===== src/rtl/dhfk_pkg.sv =====
package dhfk_pkg;

    localparam int CordicIterations = 24;
    localparam int IterW = $clog2(CordicIterations + 1);

    // A Q.30 angle from any input stays below 2*pi * 2^10 in magnitude, so ten
    // compare and subtract steps with 2*pi * 2^9 down to 2*pi bring it into (-2*pi, 2*pi).
    localparam int WrapSteps = 10;

    localparam logic signed [35:0] PiQ30     = 36'sd3373259426;
    localparam logic signed [35:0] HalfPiQ30 = 36'sd1686629713;
    localparam logic signed [35:0] TwoPiQ30  = 36'sd6746518852;
    localparam logic signed [35:0] GainQ30   = 36'sd652032874;
    localparam logic signed [25:0] Deg2RadQ30 = 26'sd18740330;
    localparam logic signed [24:0] OneQ22    = 25'sd4194304;

    typedef struct packed {
        logic signed [23:0] joint_angle;
        logic signed [23:0] angle_offset;
        logic signed [23:0] link_length;
        logic signed [23:0] link_twist;
        logic signed [23:0] link_offset;
        logic               last_link;
    } link_t;

    typedef struct packed {
        logic signed [23:0] r00, r01, r02, r10, r11, r12, r20, r21, r22;
        logic signed [31:0] px, py, pz;
    } result_t;

    typedef enum logic [3:0] {
        ST_IDLE,
        ST_THETA,
        ST_WRAP,
        ST_REDUCE,
        ST_CORDIC,
        ST_FINISH,
        ST_LINK,
        ST_LINK2,
        ST_ROT,
        ST_TRANS,
        ST_UPDATE,
        ST_EMIT
    } state_t;

    function automatic logic signed [35:0] atan_q30(input logic [4:0] i);
        logic signed [35:0] v;
        begin
            v = '0;
            case (i)
                5'd0: v = 36'sd843314856;
                5'd1: v = 36'sd497837829;
                5'd2: v = 36'sd263043836;
                5'd3: v = 36'sd133525158;
                5'd4: v = 36'sd67021686;
                5'd5: v = 36'sd33543515;
                5'd6: v = 36'sd16775850;
                5'd7: v = 36'sd8388437;
                5'd8: v = 36'sd4194282;
                5'd9: v = 36'sd2097149;
                5'd10: v = 36'sd1048575;
                5'd11: v = 36'sd524287;
                5'd12: v = 36'sd262143;
                5'd13: v = 36'sd131071;
                5'd14: v = 36'sd65535;
                5'd15: v = 36'sd32767;
                5'd16: v = 36'sd16383;
                5'd17: v = 36'sd8191;
                5'd18: v = 36'sd4095;
                5'd19: v = 36'sd2047;
                5'd20: v = 36'sd1023;
                5'd21: v = 36'sd511;
                5'd22: v = 36'sd255;
                5'd23: v = 36'sd127;
                5'd24: v = 36'sd63;
                5'd25: v = 36'sd31;
                5'd26: v = 36'sd15;
                5'd27: v = 36'sd7;
                5'd28: v = 36'sd3;
                5'd29: v = 36'sd1;
                default: v = '0;
            endcase
            return v;
        end
    endfunction

    function automatic logic signed [23:0] clamp22(input logic signed [63:0] x);
        logic signed [63:0] r;
        begin
            r = x;
            if (x > 64'sd4194304) r = 64'sd4194304;
            if (x < -64'sd4194304) r = -64'sd4194304;
            return r[23:0];
        end
    endfunction

    function automatic logic signed [63:0] rnd22(input logic signed [63:0] x);
        logic signed [63:0] t;
        begin
            t = x + 64'sd2097152;
            return t >>> 22;
        end
    endfunction

endpackage


===== src/rtl/dhfk_front.sv =====
module dhfk_front (
    input  logic           clk,
    input  logic           rst_n,
    input  logic           push,
    output logic           full,
    input  logic signed [23:0] joint_angle,
    input  logic signed [23:0] angle_offset,
    input  logic signed [23:0] link_length,
    input  logic signed [23:0] link_twist,
    input  logic signed [23:0] link_offset,
    input  logic           last_link,
    output logic           q_valid,
    output dhfk_pkg::link_t q_data,
    input  logic           q_take
);
    import dhfk_pkg::*;

    link_t mem_reg [2];
    logic  wp_reg, rp_reg, wp_next, rp_next;
    logic [1:0] cnt_reg, cnt_next;
    logic  do_push, do_pop;

    assign full    = (cnt_reg == 2'd2);
    assign q_valid = (cnt_reg != 2'd0);
    assign q_data  = mem_reg[rp_reg];
    assign do_push = push && !full;
    assign do_pop  = q_take && q_valid;

    always_comb
    begin
        wp_next  = wp_reg ^ do_push;
        rp_next  = rp_reg ^ do_pop;
        cnt_next = cnt_reg + {1'b0, do_push} - {1'b0, do_pop};
    end

    always_ff @(posedge clk or negedge rst_n)
    begin
        if (!rst_n)
        begin
            wp_reg  <= 1'b0;
            rp_reg  <= 1'b0;
            cnt_reg <= 2'd0;
        end
        else
        begin
            wp_reg  <= wp_next;
            rp_reg  <= rp_next;
            cnt_reg <= cnt_next;
        end
    end

    always_ff @(posedge clk)
    begin
        if (do_push)
        begin
            mem_reg[wp_reg] <= '{joint_angle, angle_offset, link_length,
                                 link_twist, link_offset, last_link};
        end
    end

`ifndef ASSERT_OFF
    a_no_over: assert property (@(posedge clk) disable iff (!rst_n)
        cnt_reg != 2'd3) else $error("queue count out of range");
    a_pop_valid: assert property (@(posedge clk) disable iff (!rst_n)
        full |-> q_valid) else $error("full queue reads as empty");
    a_cnt_step: assert property (@(posedge clk) disable iff (!rst_n)
        (do_push && !do_pop) |=> cnt_reg == $past(cnt_reg) + 2'd1)
        else $error("queue count did not advance");
`endif
endmodule


===== config.mk =====
export PLATFORM = sky130hd
export DESIGN_NAME = dhfk_front
export DESIGN_NICKNAME = d
export VERILOG_FILES = /design/src/rtl/dhfk_pkg.sv /design/src/rtl/dhfk_front.sv
export SDC_FILE = /design/constraint.sdc
export NUM_CORES = 1
export LEC_CHECK = 0
export ABC_CLOCK_PERIOD_IN_PS = 6900
export BUFFER_PORTS_ARGS = -buffer_cell sky130_fd_sc_hd__buf_2
export CORE_MARGIN = 2
export CORE_UTILIZATION = 56
export DETAILED_ROUTE_END_ITERATION = 12
export GPL_TIMING_DRIVEN = 0
export HOLD_SLACK_MARGIN = 0.12
export PLACE_DENSITY_LB_ADDON = 0.25
export SYNTH_ARGS = -nofsm -noshare
export SYNTH_HDL_FRONTEND = slang
export SYNTH_SLANG_ARGS = --single-unit

===== constraint.sdc =====
create_clock -name clk -period 6.9 [get_ports clk]
set_input_delay 1.38 -clock clk [delete_from_list [all_inputs] [get_ports clk]]
set_output_delay 1.38 -clock clk [all_outputs]
set_load 0.05 [all_outputs]

==> qor.txt, run 1 <==
Nets: 804
Post-CTS sizing: 0
Largest net degree at the start of global routing: 52
XOR/XNOR share of the synthesized area: 0.00283
Crit path largest cell delay: 340 ps
Initial antenna violation count: 1
Outcome: finished, final reports clean
Vias in the first global route: 5039
Starting Density: 0.566
Slew headroom: 0.751
Share of cells above drive strength 1: 0.616
Final Hold Viols: 0
Most common cell after layout, fill and taps aside: buf_2
Drt initial violations: 223
Vias: 4605
Fin Setup TNS: 0 ps
Clock Latency Late Sink: 510 ps
Routability cong.: 0.718
Fin cells: 914
Seq cells post-synth: 246
Vias/cell: 5.04
Largest register FFs: 242
Post-detailed-route count of antenna-violating nets: 0
Min cycle time layout: 3250 ps
Post-Syn Nets: 526
Final setup viols: 0
Kind of critical path: reg -> out
Syn avg cell area: 23.4 um2
Crit path arrival time: 1870 ps
Clock sink count: 246
GRT Overall Usage: 0.187
Post-synthesis compound-gate area fraction: 0.000808
Crit path required time: 5520 ps
Tightest Pin Transition: 373 ps
# fillers: 1017
H-Tree Depth: 1
Die X: 133 um
Number of I/O port buffers: 247
Top cell family by delay on the critical path: buffers and inverters
# IOs: 248
WL/cell: 18.2 um
Cell Chain, Critical Path: buf_6 > buf_8 > buf_6 > mux2_4 > buf_2
Leak Pwr: 4.67 nW
Commonest non-fill, non-tap cells in the layout: buf_2, edfxtp_1, mux2_4
DP HPWL: 11200 um
Final Max Tran Viols: 0
Pwr Density: 515 nW/um2
Worst Setup Start Kind: register
DRT Wirelength: 16700 um
Max Fclk: 308 MHz
Die Ht: 133 um
TritonCTS clock tree: yes
Setup bufs post-CTS: 0
Post-synthesis sequential area ratio: 0.793
Yosys synthesis warning count: 0
# rows: 47
DP Cell Count: 868
Post-synthesis mux area share: 0.179
Crit end category: primary output
CTS max path bufs: 3
GRT overflow: 0
Most frequent CP cell: buf_6
Period utilization: 0.470
Max-cap violations: 0
Setup repair after global routing missed its margin: false
Hold Path Class: reg -> reg
Slowest CP cell: dfrtp_1
Post-Syn Area: 9290 um2
Worst-path fanout max: 10
Final Skew: 22.5 ps
Syn Inst Count: 397
Worst-path clk slew: 60 ps
Largest family of logic cells by synthesized area: multiplexers
Synth Area in Adders: 0.00539
Yosys cell types: 16
DRC: 0
CTS root buffer: clkbuf_16
Core Box Area: 16400 um2
Peak supply drop: 0.405 mV
Detailed-router iteration count before antenna repair: 4
Num CTS Buffers: 25
First-pass GRT wire length: 25600 um
Area Growth Syn to Fin: 26.2%
Synth Area in Simple Gates: 0.00242
Die area: 17600 um2
CP bufs+invs: 4
# hold bufs at CTS: 0
-- power breakdown --
group / internal (mW) / switching (mW) / total, mW
clock: 0.749 / 0.518 / 1.27
combinational: 0.839 / 1.81 / 2.65
sequential: 2.04 / 0.0848 / 2.13
total: 3.63 / 2.41 / 6.04
-- final timing paths --
kind	start	end	slack, ps	depth (start not counted)
setup / recovery	rp_reg	q_data[40]	3650	5
hold / removal	cnt_reg[1]	cnt_reg[1]	540	1
setup reg to reg	cnt_reg[1]	mem_reg[0][93]	5000	4
hold reg to reg	cnt_reg[1]	cnt_reg[1]	540	1
max in group asynchronous	rst_n	rp_reg	6120	1
min in group asynchronous	rst_n	cnt_reg[1]	660	1
-- cells in the mapped netlist --
cell      instances  area share
and2_1            1     0.00067
buf_2             4      0.0022
buf_6             9       0.011
buf_8             1      0.0016
dfrtp_1           4       0.011
edfxtp_1        242        0.78
ha_1              4      0.0054
inv_1             4      0.0016
mux2_2           41       0.050
mux2_4           80        0.13
nand2_1           1     0.00040
nand2b_1          1     0.00067
o21a_1            1     0.00081
or2_2             1     0.00067
xnor2_1           2      0.0019
xor2_1            1     0.00094
-- metal layers --
metal,track usage,vias up,routed length (um)
met3,0.0667,29,1480
met2,0.322,189,8510
met5,0,-,0
met1,0.219,2255,6350
li1,-,2132,-
met4,0.0597,0,332
-- worst register-to-register path: cells and delay by family, from the launching register on --
kind          cells  cell delay, ps
flops             1             420
fa+ha+maj         1             410
simple gates      2             380
buf+inv           1             300
-- metrics by stage --
| stage | worst slack [ps] | util | cell area (um2) | hold slack (ps) | power, mW |
|---|---|---|---|---|---|
| 2_1_floorplan | 2050 | - | 9290 | 481 | 4.29 |
| 3_3_place_gp | 629 | 0.658 | 10800 | 498 | 4.78 |
| 3_5_place_dp | 4110 | 0.666 | 10900 | 527 | 4.82 |
| 4_1_cts | 3600 | 0.714 | 11700 | 541 | 6.10 |
| 5_1_grt | 3580 | 0.714 | 11700 | 567 | 6.27 |
| 6_report | 3650 | 0.714 | 11700 | 541 | 6.04 |
-- final cells by class --
class | instances | area (um2) | share of cell area
Multi-Input combinational cell | 133 | 1790 | 0.153
Buffer | 14 | 136 | 0.0116
Clock buffer | 29 | 651 | 0.0555
Timing Repair Buffer | 251 | 1350 | 0.115
Sequential cell | 246 | 7370 | 0.629
Tap cell | 220 | 275 | 0.0235
Clock inverter | 16 | 134 | 0.0114
Inverter | 4 | 15.0 | 0.00128
Antenna cell | 1 | 2.50 | 0.000213
-- cell families (layout without fill, tap and decap cells) --
family / count (synthesis) / count (layout)
multiplexers: 121 / 121
other: 0 / 1
buffers and inverters: 18 / 314
flip-flops: 246 / 246
adder cells (fa/ha/maj): 4 / 4
AND/OR/NAND/NOR: 4 / 4
XOR/XNOR: 3 / 3
AO/OA/AOI/OAI: 1 / 1
Power figures use the tool's default switching activity.
==> inputs of run 2 (changes only) <==
--- a/config.mk
+++ b/config.mk
@@ -5,10 +5,10 @@
 export SDC_FILE = /design/constraint.sdc
 export NUM_CORES = 1
 export LEC_CHECK = 0
-export ABC_CLOCK_PERIOD_IN_PS = 6900
+export ABC_CLOCK_PERIOD_IN_PS = 2700
 export BUFFER_PORTS_ARGS = -buffer_cell sky130_fd_sc_hd__buf_2
 export CORE_MARGIN = 2
-export CORE_UTILIZATION = 56
+export CORE_UTILIZATION = 47
 export DETAILED_ROUTE_END_ITERATION = 12
 export GPL_TIMING_DRIVEN = 0
 export HOLD_SLACK_MARGIN = 0.12
==> constraint.sdc (replaced) <==
create_clock -name clk -period 2.7 [get_ports clk]
set_input_delay 0.54 -clock clk [delete_from_list [all_inputs] [get_ports clk]]
set_output_delay 0.54 -clock clk [all_outputs]
set_load 0.05 [all_outputs]
==> qor.txt, run 2 (same netlist as run 1, synthesis figures left out) <==
P_sw: 6.16 mW (was 2.41 mW)
First-pass GRT wire length: 24600 um (was 25600 um)
Footprint of the multi-input gates: 1790 um2 (unchanged)
Max-cap violations: 0 (unchanged)
Nets: 805 (was 804)
Power consumption: 15.7 mW (was 6.04 mW)
Share of cells above drive strength 1: 0.609 (was 0.616)
Largest register FFs: 242 (unchanged)
Clock sink count: 246 (unchanged)
Initial antenna violation count: 2 (was 1)
Cell area after layout: 11800 um2 (was 11700 um2)
Min cycle time layout: 2430 ps
Max Fclk: 412 MHz
Register area: 7370 um2 (unchanged)
Met1 usage: 0.180 (was 0.219)
H-Tree Depth: 1 (unchanged)
Register share of total power: 0.346 (was 0.352)
Vias: 4622 (was 4605)
Pwr Density: 1320 nW/um2 (was 515 nW/um2)
Outcome: finished, final reports clean (unchanged)
Slew headroom: 0.447 (was 0.751)
DRT Wirelength: 16800 um (was 16700 um)
Die area: 20900 um2 (was 17600 um2)
Tightest Pin Transition: 829 ps (was 373 ps)
Final Skew: 8.89 ps (was 22.5 ps)
WL/cell: 17.4 um (was 18.2 um)
Vias in the first global route: 4812 (was 5039)
Post-detailed-route count of antenna-violating nets: 0 (unchanged)
Die Ht: 145 um (was 133 um)
Worst-path fanout max: 10 (unchanged)
Setup repair after global routing missed its margin: false (unchanged)
Detailed-router iteration count before antenna repair: 4 (unchanged)
GRT overflow: 0 (unchanged)
Kind of critical path: reg -> out (unchanged)
Worst-path clk slew: 60 ps (about the same)
DRC: 0 (unchanged)
Min Hold Slack: 218 ps (was 541 ps)
M3 GR Usage: 0.0616 (was 0.0667)
CTS max path bufs: 3 (unchanged)
Peak supply drop: 0.758 mV (was 0.405 mV)
Crit path required time: 2160 ps (was 5520 ps)
Period utilization: 0.900
Worst Setup Start Kind: register (unchanged)
# rows: 51 (was 47)
Routability cong.: 0.727 (was 0.718)
Final Hold Viols: 0 (unchanged)
Starting Density: 0.479 (was 0.566)
DP HPWL: 11200 um (about the same)
# hold bufs at CTS: 1 (was 0)
# IOs: 248 (unchanged)
Core Box Area: 19400 um2 (was 16400 um2)
Switching portion of total power: 0.393 (was 0.399)
Internal power: 9.50 mW (was 3.63 mW)
Placed instance area: 11000 um2 (was 10900 um2)
GRT busiest layer: met2 (unchanged)
Drt initial violations: 173 (was 223)
Largest net degree at the start of global routing: 68 (was 52)
GRT Overall Usage: 0.152 (was 0.187)
Crit end category: primary output (unchanged)
Die X: 145 um (was 133 um)
Post-CTS sizing: 0 (unchanged)
Num CTS Buffers: 26 (was 25)
Final Max Tran Viols: 0 (unchanged)
Most common cell after layout, fill and taps aside: buf_2 (unchanged)
Util after Layout: 0.610 (was 0.714)
Number of I/O port buffers: 247 (unchanged)
TritonCTS clock tree: yes (unchanged)
Area Growth Syn to Fin: 27.4% (was 26.2%)
Setup bufs post-CTS: 0 (unchanged)
# fillers: 1453 (was 1017)
Leak Pwr: 4.69 nW (was 4.67 nW)
Clock power frac: 0.224 (was 0.210)
Final setup viols: 0 (unchanged)
CTS root buffer: clkbuf_16 (unchanged)
Crit path arrival time: 1890 ps (was 1870 ps)
GR Layer Usage met2: 0.264 (was 0.322)
Vias/cell: 4.80 (was 5.04)
Commonest non-fill, non-tap cells in the layout: buf_2, edfxtp_1, mux2_4 (unchanged)
Gate power share: 0.430 (was 0.438)
Clock Latency Late Sink: 510 ps (about the same)
Hold Path Class: in -> reg (was reg -> reg)
## run 2: cell types whose count changed in the layout (fill, tap and decap cells not counted), sizes merged
cell | previous run | this run
buf | 265 | 264
bufinv | 2 | 3
clkinv | 11 | 8
clkbuf | 29 | 37
inv | 5 | 4
dlygate4sd3 | 0 | 1
clkinvlp | 2 | 0
## run 2: power groups by stage
stage	clock [mW]	combinational (mW)	sequential (mW)
after detailed placement	0	6.80	5.51
after global placement	0	6.62	5.54
after global routing	3.76	7.07	5.50
after floorplan	0	5.42	5.48
final	3.51	6.73	5.42
after CTS	3.61	6.82	5.43
## run 2: worst max-delay path, stage by stage (launching register included)
cell and delay (ps):
dfrtp_1 350, buf_6 120, buf_8 170, buf_6 210, mux2_4 310, buf_2 220
## run 2: routing by layer
metal / part of all wire / vias up / wire length [um]
met5: 0.00066 / - / 11
met4: 0.0097 / 2 / 162
met3: 0.11 / 23 / 1820
met2: 0.49 / 185 / 8190
met1: 0.39 / 2270 / 6600
li1: - / 2142 / -
## run 2: worst paths after layout
kind | slack [ps] | depth (start not counted) | start | to
setup / recovery | 270 | 5 | rp_reg | q_data[83]
hold / removal | 220 | 1 | link_offset[8] | mem_reg[0][9]
setup reg to reg | 430 | 4 | cnt_reg[1] | mem_reg[1][66]
hold reg to reg | 530 | 1 | cnt_reg[1] | cnt_reg[1]
max in group asynchronous | 2180 | 2 | rst_n | wp_reg
min in group asynchronous | 390 | 2 | rst_n | cnt_reg[1]
## run 2: metrics by stage
step / setup slack [ps] / std cells / TNS [ps]
2_1_floorplan: -6.10 / 397 / -1470
3_3_place_gp: -867 / 909 / -208610
3_5_place_dp: 298 / 912 / 0
4_1_cts: 219 / 961 / 0
5_1_grt: 165 / 961 / 0
6_report: 271 / 962 / 0
## run 2: layout make-up
| class | count | share of cell area |
|---|---|---|
| antenna | 1 | 0.000212 |
| buffer | 14 | 0.0115 |
| clock buffer | 37 | 0.0620 |
| clock inverter | 11 | 0.0109 |
| inverter | 4 | 0.00127 |
| multi-input combinational | 133 | 0.152 |
| sequential | 246 | 0.623 |
| tap | 265 | 0.0280 |
| timing repair buffer | 251 | 0.112 |
==> inputs of run 3 (changes only) <==
--- a/config.mk
+++ b/config.mk
@@ -5,12 +5,11 @@
 export SDC_FILE = /design/constraint.sdc
 export NUM_CORES = 1
 export LEC_CHECK = 0
-export ABC_CLOCK_PERIOD_IN_PS = 2700
+export ABC_CLOCK_PERIOD_IN_PS = 2500
 export BUFFER_PORTS_ARGS = -buffer_cell sky130_fd_sc_hd__buf_2
 export CORE_MARGIN = 2
-export CORE_UTILIZATION = 47
+export CORE_UTILIZATION = 52
 export DETAILED_ROUTE_END_ITERATION = 12
-export GPL_TIMING_DRIVEN = 0
 export HOLD_SLACK_MARGIN = 0.12
 export PLACE_DENSITY_LB_ADDON = 0.25
 export SYNTH_ARGS = -nofsm -noshare
==> constraint.sdc (replaced) <==
create_clock -name clk -period 2.5 [get_ports clk]
set_input_delay 0.5 -clock clk [delete_from_list [all_inputs] [get_ports clk]]
set_output_delay 0.5 -clock clk [all_outputs]
set_load 0.05 [all_outputs]
==> qor.txt, run 3 (same netlist as run 1, synthesis figures left out) <==
CTS root buffer: clkbuf_16 (unchanged)
Nets: 795 (was 805)
Num CTS Buffers: 24 (was 26)
Area Growth Syn to Fin: 25.2% (was 27.4%)
GRT overflow: 0 (unchanged)
DRC: 0 (unchanged)
DP HPWL: 11100 um (was 11200 um)
GR Layer Usage met2: 0.299 (was 0.264)
CTS max path bufs: 3 (unchanged)
Min cycle time layout: 2420 ps
# IOs: 248 (unchanged)
Routability cong.: 0.739 (was 0.727)
Crit path required time: 2000 ps (was 2160 ps)
Crit path largest cell delay: 520 ps (was 350 ps)
Pwr Density: 1410 nW/um2 (was 1320 nW/um2)
Final Skew: 10.8 ps (was 8.89 ps)
Die X: 138 um (was 145 um)
GRT Overall Usage: 0.167 (was 0.152)
Crit end category: primary output (unchanged)
Post-detailed-route count of antenna-violating nets: 0 (unchanged)
Starting Density: 0.535 (was 0.479)
Final Max Tran Viols: 0 (unchanged)
Worst Setup Start Kind: register (unchanged)
Vias/cell: 5.07 (was 4.80)
Post-place setup slack: 427 ps (was 298 ps)
Core Box Area: 17400 um2 (was 19400 um2)
Peak supply drop: 0.833 mV (was 0.758 mV)
Met1 usage: 0.195 (was 0.180)
Worst-path fanout max: 43 (was 10)
Vias in the first global route: 4775 (was 4812)
Slew headroom: 0.735 (was 0.447)
Crit path arrival time: 1920 ps (was 1890 ps)
Max-cap violations: 0 (unchanged)
Die area: 18900 um2 (was 20900 um2)
WL/cell: 18.2 um (was 17.4 um)
Clock sink count: 246 (unchanged)
DP Cell Count: 863 (was 912)
Util after Layout: 0.670 (was 0.610)
Final Hold Viols: 0 (unchanged)
Largest net degree at the start of global routing: 67 (was 68)
Period utilization: 0.969
Cell area after layout: 11600 um2 (was 11800 um2)
Fin cells: 909 (was 962)
Outcome: finished, final reports clean (unchanged)
Hold Path Class: in -> reg (unchanged)
Die Ht: 138 um (was 145 um)
Vias: 4605 (was 4622)
Clock Latency Late Sink: 500 ps (was 510 ps)
Placed instance area: 10800 um2 (was 11000 um2)
Detailed-router iteration count before antenna repair: 4 (unchanged)
Setup repair after global routing missed its margin: false (unchanged)
H-Tree Depth: 1 (unchanged)
First-pass GRT wire length: 24100 um (was 24600 um)
Fin Setup TNS: 0 ps (unchanged)
Largest register FFs: 242 (unchanged)
M3 GR Usage: 0.0456 (was 0.0616)
# rows: 48 (was 51)
Number of I/O port buffers: 247 (unchanged)
Worst-path clk slew: 60 ps (about the same)
Kind of critical path: reg -> out (unchanged)
Slowest CP cell: dfrtp_4 (was dfrtp_1)
Max Fclk: 413 MHz
Leak Pwr: 4.60 nW (was 4.69 nW)
Share of cells above drive strength 1: 0.602 (was 0.609)
Tightest Pin Transition: 398 ps (was 829 ps)
Final setup viols: 0 (unchanged)
Initial antenna violation count: 2 (unchanged)
Final worst-path setup slack: 78.1 ps (was 271 ps)
DRT Wirelength: 16500 um (was 16800 um)
Cell Chain, Critical Path: buf_16 > mux2_2 > buf_4 (was buf_6 > buf_8 > buf_6 > mux2_4 > buf_2)
TritonCTS clock tree: yes (unchanged)
GRT busiest layer: met2 (unchanged)
Drt initial violations: 251 (was 173)
Commonest non-fill, non-tap cells in the layout: buf_2, edfxtp_1, mux2_4 (unchanged)
-- run 3: changes by cell type in the layout (fill, tap and decap cells not counted), sizes merged --
| cell | delta |
|---|---|
| clkinv | -1 |
| bufinv | -1 |
| clkinvlp | +1 |
| buf | -8 |
| clkbuf | -4 |
-- run 3: cell type report --
| cell class | count | area, um2 |
|---|---|---|
| diodes | 1 | 2.50 |
| clock buffers | 33 | 656 |
| clock inverters | 10 | 96.3 |
| fillers | 1178 | 5720 |
| inverters | 4 | 15.0 |
| multi-input cells | 133 | 1790 |
| flip-flops and latches | 246 | 7370 |
| well taps | 225 | 282 |
| repair buffers | 257 | 1420 |
-- run 3: critical path: cells and delay by family (launching register included) --
kind | cells | cell delay [ps]
flip-flops | 1 | 520
buffers and inverters | 2 | 500
multiplexers | 1 | 380
-- run 3: power by group --
group	total [mW]	internal, mW	switching, mW
combinational	7.15	2.23	4.92
clock	3.41	2.03	1.38
sequential	5.89	5.64	0.254
total	16.5	9.90	6.55
-- run 3: path summary, 6_finish.rpt --
| kind | from | to | slack [ps] | cells past startpoint |
|---|---|---|---|---|
| setup / recovery | rp_reg | q_data[118] | 80 | 3 |
| hold / removal | joint_angle[16] | mem_reg[0][113] | 180 | 1 |
| setup reg to reg | cnt_reg[1] | mem_reg[0][80] | 800 | 4 |
| hold reg to reg | cnt_reg[1] | cnt_reg[1] | 560 | 1 |
| max in group asynchronous | rst_n | rp_reg | 2000 | 2 |
| min in group asynchronous | rst_n | cnt_reg[0] | 350 | 2 |
-- run 3: metrics by stage --
step	hold WS [ps]	total power [mW]
after detailed placement	314	13.1
final	185	16.5
after global placement	308	13.0
after floorplan	204	11.8
after global routing	158	17.1
after CTS	161	16.6
-- run 3: what timing repair did --
action                     CTS  global route
hold buffers                 1             0
setup buffers                0             1
setup endpoints to repair   45            83
hold endpoints to repair     4             0
resized for setup            8             0
-- run 3: metal layers --
| layer | up-vias | wire [um] | share of wire |
|---|---|---|---|
| met2 | 186 | 8520 | 0.52 |
| met4 | 2 | 284 | 0.017 |
| met3 | 26 | 1550 | 0.094 |
| met1 | 2271 | 6170 | 0.37 |
| li1 | 2120 | - | - |
| met5 | - | 13 | 0.00079 |
